==> src/hw/rtl/spo_pkg.sv <==
package spo_pkg;

	// Store geometry
	localparam int unsigned MAX_LEN = 64;
	localparam int unsigned CNT_W   = $clog2(MAX_LEN + 1);
	localparam int unsigned ADDR_W  = (MAX_LEN > 1) ? $clog2(MAX_LEN) : 1;

	// Item field widths
	localparam int unsigned FUNC_W   = 2;
	localparam int unsigned VALUE_W  = 32;
	localparam int unsigned OUT_W    = 7;
	localparam int unsigned OUT_BUS_W = ((OUT_W + 7) / 8) * 8;

	// Operation codes carried in the input tuser
	localparam logic [FUNC_W-1:0] FUNC_APPEND_FIRST  = 2'd0;
	localparam logic [FUNC_W-1:0] FUNC_APPEND_SECOND = 2'd1;
	localparam logic [FUNC_W-1:0] FUNC_COMPUTE       = 2'd2;

	typedef logic [CNT_W-1:0]   cnt_t;
	typedef logic [ADDR_W-1:0]  addr_t;
	typedef logic [VALUE_W-1:0] elem_t;

endpackage

==> src/hw/rtl/spo_ram.sv <==
module spo_ram #(
	parameter int unsigned WIDTH = 32,
	parameter int unsigned DEPTH = 64
) (
	input  logic                                         clk,
	input  logic                                         we,
	input  logic [((DEPTH > 1) ? $clog2(DEPTH) : 1)-1:0] waddr,
	input  logic [WIDTH-1:0]                             wdata,
	input  logic [((DEPTH > 1) ? $clog2(DEPTH) : 1)-1:0] raddr,
	output logic [WIDTH-1:0]                             rdata
);

	logic [WIDTH-1:0] mem [DEPTH];

	// Write one entry, read one entry with registered data
	always_ff @(posedge clk) begin
		if (we) begin
			mem[waddr] <= wdata;
		end
		rdata <= mem[raddr];
	end

endmodule

==> src/hw/rtl/suffix_prefix_overlap_length.sv <==
// Append items are accepted back to back, one per cycle, while no compute item is in progress.
// A compute item walks candidate lengths k from min(first, second) down to 1,
// one element compare per cycle through the single read port of each store;
// a failed k restarts the walk at k-1, and the result is loaded into the output
// register once the walk ends and that register is free, input held off until then.
// The result waits in an output register; appends are taken while it waits.
// Reset clears counts, the overflow flag and all valids; store contents stay unknown.
module suffix_prefix_overlap_length (
	input  logic                                 clk,
	input  logic                                 arst_n,
	input  logic                                 s_axis_tvalid,
	output logic                                 s_axis_tready,
	input  logic [spo_pkg::VALUE_W-1:0]          s_axis_tdata,  // [31:0] value
	input  logic [spo_pkg::FUNC_W-1:0]           s_axis_tuser,  // [1:0] func
	output logic                                 m_axis_tvalid,
	input  logic                                 m_axis_tready,
	output logic [spo_pkg::OUT_BUS_W-1:0]        m_axis_tdata,  // [6:0] overlap_length
	output logic                                 m_axis_tuser   // [0] overflow
);

	import spo_pkg::*;

	typedef enum logic [1:0] {
		ST_IDLE,
		ST_COMPARE,
		ST_DRAIN
	} state_t;

	state_t state_q;
	cnt_t   first_count_q;
	cnt_t   second_count_q;
	logic   dropped_q;
	cnt_t   k_q;
	cnt_t   j_q;
	cnt_t   res_q;
	logic   v_s1;
	logic   last_s1;
	logic   m_valid_q;
	logic [OUT_W-1:0] m_len_q;
	logic   m_ovf_q;

	logic   in_acc;
	logic   out_free;
	logic   first_full;
	logic   second_full;
	logic   we_first;
	logic   we_second;
	cnt_t   k_start;
	cnt_t   a_idx;
	addr_t  a_raddr;
	addr_t  b_raddr;
	elem_t  a_rdata;
	elem_t  b_rdata;
	logic   mismatch;

	assign s_axis_tready = (state_q == ST_IDLE);
	assign in_acc        = s_axis_tvalid && s_axis_tready;
	assign out_free      = !m_valid_q || m_axis_tready;

	assign m_axis_tvalid = m_valid_q;
	assign m_axis_tdata  = OUT_BUS_W'(m_len_q);
	assign m_axis_tuser  = m_ovf_q;

	// Append enables: drop when the store is full
	assign first_full  = (first_count_q == cnt_t'(MAX_LEN));
	assign second_full = (second_count_q == cnt_t'(MAX_LEN));
	assign we_first    = in_acc && (s_axis_tuser == FUNC_APPEND_FIRST) && !first_full;
	assign we_second   = in_acc && (s_axis_tuser == FUNC_APPEND_SECOND) && !second_full;

	// Longest candidate overlap
	assign k_start = (first_count_q < second_count_q) ? first_count_q : second_count_q;

	// Compare addresses: first[na - k + j] against second[j]
	assign a_idx   = first_count_q - k_q + j_q;
	assign a_raddr = a_idx[ADDR_W-1:0];
	assign b_raddr = j_q[ADDR_W-1:0];

	spo_ram #(
		.WIDTH (VALUE_W),
		.DEPTH (MAX_LEN)
	) u_first_ram (
		.clk   (clk),
		.we    (we_first),
		.waddr (first_count_q[ADDR_W-1:0]),
		.wdata (s_axis_tdata),
		.raddr (a_raddr),
		.rdata (a_rdata)
	);

	spo_ram #(
		.WIDTH (VALUE_W),
		.DEPTH (MAX_LEN)
	) u_second_ram (
		.clk   (clk),
		.we    (we_second),
		.waddr (second_count_q[ADDR_W-1:0]),
		.wdata (s_axis_tdata),
		.raddr (b_raddr),
		.rdata (b_rdata)
	);

	assign mismatch = (a_rdata != b_rdata);

	// Sequence appends, the compare walk and result hand-off
	always_ff @(posedge clk or negedge arst_n) begin
		if (!arst_n) begin
			state_q        <= ST_IDLE;
			first_count_q  <= '0;
			second_count_q <= '0;
			dropped_q      <= 1'b0;
			k_q            <= '0;
			j_q            <= '0;
			res_q          <= '0;
			v_s1           <= 1'b0;
			last_s1        <= 1'b0;
			m_valid_q      <= 1'b0;
			m_len_q        <= '0;
			m_ovf_q        <= 1'b0;
		end else begin
			// Retire the held item; a hand-off in ST_DRAIN reloads it instead
			if (m_valid_q && m_axis_tready && (state_q != ST_DRAIN)) begin
				m_valid_q <= 1'b0;
			end
			case (state_q)
				ST_IDLE: begin
					if (in_acc) begin
						case (s_axis_tuser)
							FUNC_APPEND_FIRST: begin
								if (first_full) dropped_q <= 1'b1;
								else first_count_q <= first_count_q + 1'b1;
							end
							FUNC_APPEND_SECOND: begin
								if (second_full) dropped_q <= 1'b1;
								else second_count_q <= second_count_q + 1'b1;
							end
							FUNC_COMPUTE: begin
								k_q     <= k_start;
								j_q     <= '0;
								v_s1    <= 1'b0;
								state_q <= ST_COMPARE;
							end
							default: begin
							end
						endcase
					end
				end
				ST_COMPARE: begin
					if (v_s1 && mismatch) begin
						// Drop this length, restart at the next shorter one
						k_q  <= k_q - 1'b1;
						j_q  <= '0;
						v_s1 <= 1'b0;
					end else if (v_s1 && last_s1) begin
						res_q   <= k_q;
						v_s1    <= 1'b0;
						state_q <= ST_DRAIN;
					end else if (k_q == '0) begin
						res_q   <= '0;
						v_s1    <= 1'b0;
						state_q <= ST_DRAIN;
					end else if (j_q != k_q) begin
						// Issue the next element pair
						v_s1    <= 1'b1;
						last_s1 <= (j_q == k_q - 1'b1);
						j_q     <= j_q + 1'b1;
					end else begin
						v_s1 <= 1'b0;
					end
				end
				ST_DRAIN: begin
					if (out_free) begin
						m_valid_q      <= 1'b1;
						m_len_q        <= OUT_W'(res_q);
						m_ovf_q        <= dropped_q;
						first_count_q  <= '0;
						second_count_q <= '0;
						dropped_q      <= 1'b0;
						state_q        <= ST_IDLE;
					end
				end
				default: begin
					state_q <= ST_IDLE;
				end
			endcase
		end
	end

	// Counts never pass the store depth
	a_cnt_range: assert property (@(posedge clk) disable iff (!arst_n)
		(first_count_q <= cnt_t'(MAX_LEN)) && (second_count_q <= cnt_t'(MAX_LEN)))
		else $error("store count beyond depth");

	// Walk stays inside the shorter sequence
	a_walk_bounds: assert property (@(posedge clk) disable iff (!arst_n)
		(state_q == ST_COMPARE) |-> (k_q <= k_start) && (j_q <= k_q))
		else $error("compare walk out of bounds");

	// A compare in flight only exists during the walk
	a_s1_in_walk: assert property (@(posedge clk) disable iff (!arst_n)
		v_s1 |-> (state_q == ST_COMPARE))
		else $error("compare pending outside walk");

	// Handing off a result clears the sequences and raises tvalid
	a_drain_clear: assert property (@(posedge clk) disable iff (!arst_n)
		((state_q == ST_DRAIN) && out_free) |=>
			(first_count_q == '0) && (second_count_q == '0) && m_axis_tvalid && !dropped_q)
		else $error("result hand-off did not clear state");

	// Output length never exceeds the shorter sequence
	a_len_range: assert property (@(posedge clk) disable iff (!arst_n)
		(state_q == ST_DRAIN) |-> (res_q <= k_start))
		else $error("overlap longer than shorter sequence");

endmodule
==> config.mk <==
export PLATFORM = sky130hd
export DESIGN_NAME = suffix_prefix_overlap_length
export DESIGN_NICKNAME = d
export VERILOG_FILES = /design/src/hw/rtl/spo_pkg.sv /design/src/hw/rtl/spo_ram.sv /design/src/hw/rtl/suffix_prefix_overlap_length.sv
export SDC_FILE = /design/constraint.sdc
export NUM_CORES = 2
export LEC_CHECK = 0
export BUFFER_PORTS_ARGS = -buffer_cell sky130_fd_sc_hd__buf_2
export CORE_MARGIN = 10
export CORE_UTILIZATION = 46
export DETAILED_ROUTE_END_ITERATION = 8
export PLACE_DENSITY_LB_ADDON = 0.08
export REMOVE_ABC_BUFFERS = 1
export SLEW_MARGIN = 20
export SYNTH_ARGS = -nofsm -noshare
export SYNTH_HDL_FRONTEND = slang
export SYNTH_HIERARCHICAL = 1
export SYNTH_SLANG_ARGS = --single-unit
export TNS_END_PERCENT = 1
==> constraint.sdc <==
create_clock -name clk -period 11.65 [get_ports clk]
set_input_delay 0 -clock clk [delete_from_list [all_inputs] [get_ports clk]]
set_output_delay 0 -clock clk [all_outputs]
set_load 0.1 [all_outputs]
==> metrics.txt <==
die width 611 um; Detailed Place HPWL 241 mm; number of CTS-inserted buffers between 400 and 500; Clock Path Buffers 4; via count between 70,000 and 80,000; post-DR vias/cell a little over 6; Final min period 6680 ps; fraction of layout cells with a size suffix above 1 approximately 28%; Final Hold Fails 0; Post-Route WL approximately 440 mm; mapped cell area ~0.16 mm^2; sequential share of power between 30% and 40%; Seq/Total Area, Yosys 78.2%; IO buf count 47; max-cap check violation count 0; hold path start s_axis_tdata[28]; initial antenna violation count 32; final setup vio count 0; reg-to-reg critical path endpoint u_first_ram/rdata[2]; Async SR Flop Fraction 1.16%; Slew Limit Fails 0; clock transition at the registers of the reported paths approximately 60 ps; post-synthesis cell type count 69; P_leak ~0.056 uW; register bit total from synthesis 4,209; first-pass GRT wire length 620 mm; IO Count 49; Die Ht between 600 and 700 um; Cells after Synth ~7,000; CP max stage delay 1000 ps; R2R setup slack roughly 5000 ps; RSZ-0062 raised after global routing false; Mapped Avg Cell Area approximately 23 um^2; Max Fclk ~0.15 GHz; Tcrit/Tclk final between 50% and 60%; Antenna Nets Post-Route 0; gr ovfl total 0; crit end category flip-flop; core region area about 0.35 mm^2; row count around 220; outcome complete, no violations; Synth area leader edfxtp_1; Placer Congestion between 0.7 and 0.8; combinational power share a little under half; power per cell area between 300 and 400 mW/mm^2; Root Buffer clkbuf_16; routed len/inst approximately 36 um; CTS tree built; worst skew pair latency around 1000 ps; actual slew at the worst max-slew pin roughly 1300 ps; Critical Path Source j_q[0]; Layout Utilization a little over half; Sw Share between 30% and 40%; Worst Hold Depth 2; pin count of the biggest net entering global routing around 140; Syn-to-layout area delta 13.7%; die area between 0.3 and 0.4 mm^2; crit path kind flip-flop to flip-flop; Fill cells around 27,000; EDFF count, synth around 4,000; Max IR drop VDD approximately 0.00082 V; critical path arrival 7460 ps; # nets final between 7,000 and 8,000; net switching power roughly 22,000 uW; Hold EP u_first_ram/mem[4][28]; Sum Neg Setup Slack 0 ps; Required @ worst endpoint roughly 12,000 ps; ranking of synthesized cells by area edfxtp_1 (77%), mux4_2 (15%), mux2i_1 (1.2%); cell mode on critical path inv_1; 1st-iter DRT viols just over 9,000; Int Power 35,600 uW; Register-to-Register Path Depth 13; largest fanout on the critical path about 130; yosys warns 6; clk_skew approximately 40 ps; relative slew slack ~16%; DRC violations left 0; worst r2r src j_q[0]; vias in the first global route 77,900; CP cell instances inv_1, ha_1, inv_1, ha_4, inv_1, fa_1, inv_8, buf_4, buf_12, mux4_2, mux4_2, o22ai_1, nor2_1; area fraction of the dominant cell type after synthesis about three quarters; H-tree depth 5; Starting Density a little under half; startpoint type of the worst setup path flip-flop; slowest stage cell, crit path dfrtp_4; Total GRT Usage 23.4%; clock share of power about a quarter; clock tree sinks 4,209; dominant synthesized flop cell edfxtp_1; HP Class primary input to flip-flop; Initial DRT Pass Iterations 5; # resized after CTS 0
## power groups by stage
stage / clock network (uW) / logic, uW / registers [uW]
after CTS: 14000 / 26500 / 17300
after detailed placement: 0 / 26400 / 17600
final: 13700 / 26400 / 17300
after global placement: 0 / 26500 / 17600
after floorplan: 0 / 11900 / 17700
after global routing: 14600 / 27900 / 17300
## area by class of cell
class                   instances  area, um^2  area share [%]
clock inverters               229        2210            1.21
clock buffers                 579       11900            6.53
flip-flops and latches       4209      126000            68.8
diodes                         21        52.6          0.0288
repair buffers                340        2750            1.50
well taps                    4578        5730            3.14
multi-input cells            2396       34100            18.7
inverters                      38         150          0.0823
## cells in the mapped netlist, drive strengths merged (3+ instances only)
master	n
edfxtp	4096
mux4	1088
nor2	302
buf	216
mux2i	192
o22ai	168
clkbuf	157
a21oi	138
nand2	74
dfxtp	64
o221ai	56
xnor2	54
dfrtp	49
inv	38
nor2b	36
a22oi	24
nand4	21
nand3	20
a311oi	19
nand2b	19
nor3	19
ha	18
o21ai	13
or3b	11
nand3b	10
and3	9
or3	9
a22o	8
a31oi	8
a41o	8
and2	8
mux2	8
o32ai	8
or2	8
xor2	7
fa	5
nor4	4
a21o	3
o32a	3
## flip-flops by register name, indices dropped and copies added, names as in the netlist
signal	flops
m_axis_tuser	1
state_q	2
m_len_q	7
u_second_ram/rdata	32
k_q	7
last_s1	1
u_first_ram/mem	2048
dropped_q	1
u_second_ram/mem	2048
second_count_q	7
first_count_q	7
res_q	7
u_first_ram/rdata	32
j_q	7
v_s1	1
m_axis_tvalid	1
## cell families after synthesis
logic type | synth area share [%]
buffers and inverters | 1.22
XOR/XNOR | 0.333
multiplexers | 16.5
flip-flops | 78.2
other | 0.00234
adder cells (fa/ha/maj) | 0.203
AND/OR/NAND/NOR | 1.60
AO/OA/AOI/OAI | 1.92
## timing repair
action	in CTS	in global routing
hold endpoints to repair	1843	0
setup buffers	0	0
hold buffers	41	0
## per-stage QoR
step	setup slack [ps]	cells	hold slack (ps)	power, uW	area, um^2
final	4970	12400	107	57400	182000
after global routing	4700	12400	104	59800	182000
after CTS	4940	12400	57.2	57800	182000
after detailed placement	5010	11500	204	44000	168000
after global placement	4870	11500	194	44100	168000
after floorplan	-31100	6643	-296	29600	159000
## critical path, delay by kind of cell (launching register included)
family	cells	cell delay, ps
multiplexers	2	940
adder cells (fa/ha/maj)	3	1050
buffers and inverters	6	2110
flip-flops	1	1000
AO/OA/AOI/OAI	1	940
AND/OR/NAND/NOR	1	120
## cells in the final DEF, fill, tap and decap left out, types with 76 or more instances in the layout
master and instances:
clkbuf_1 102, a21oi_1 138, clkbuf_16 440, mux2i_1 192
edfxtp_1 4096, clkinv_2 82, o22ai_1 168, mux4_2 1088
nor2_1 176, nor2_4 124, buf_4 273, clkinv_1 76
## worst max-delay path by stage
| stage | to | depth (start not counted) |
|---|---|---|
| 2_1_floorplan | u_first_ram/rdata[29] | 9 |
| 3_3_place_gp | u_first_ram/rdata[2] | 13 |
| 3_5_place_dp | u_first_ram/rdata[2] | 13 |
| 4_1_cts | u_first_ram/rdata[2] | 13 |
| 5_1_grt | u_first_ram/rdata[2] | 13 |
| 6_report | u_first_ram/rdata[2] | 13 |
## routing by layer
layer,global-route usage [%],part of all wire (%),vias up
met5,0,0.0070,-
met1,35.5,44,43000
met3,3.87,7.1,513
met4,4.83,2.1,4
met2,36.4,47,2924
li1,-,-,30700
Power figures use the tool's default switching activity.
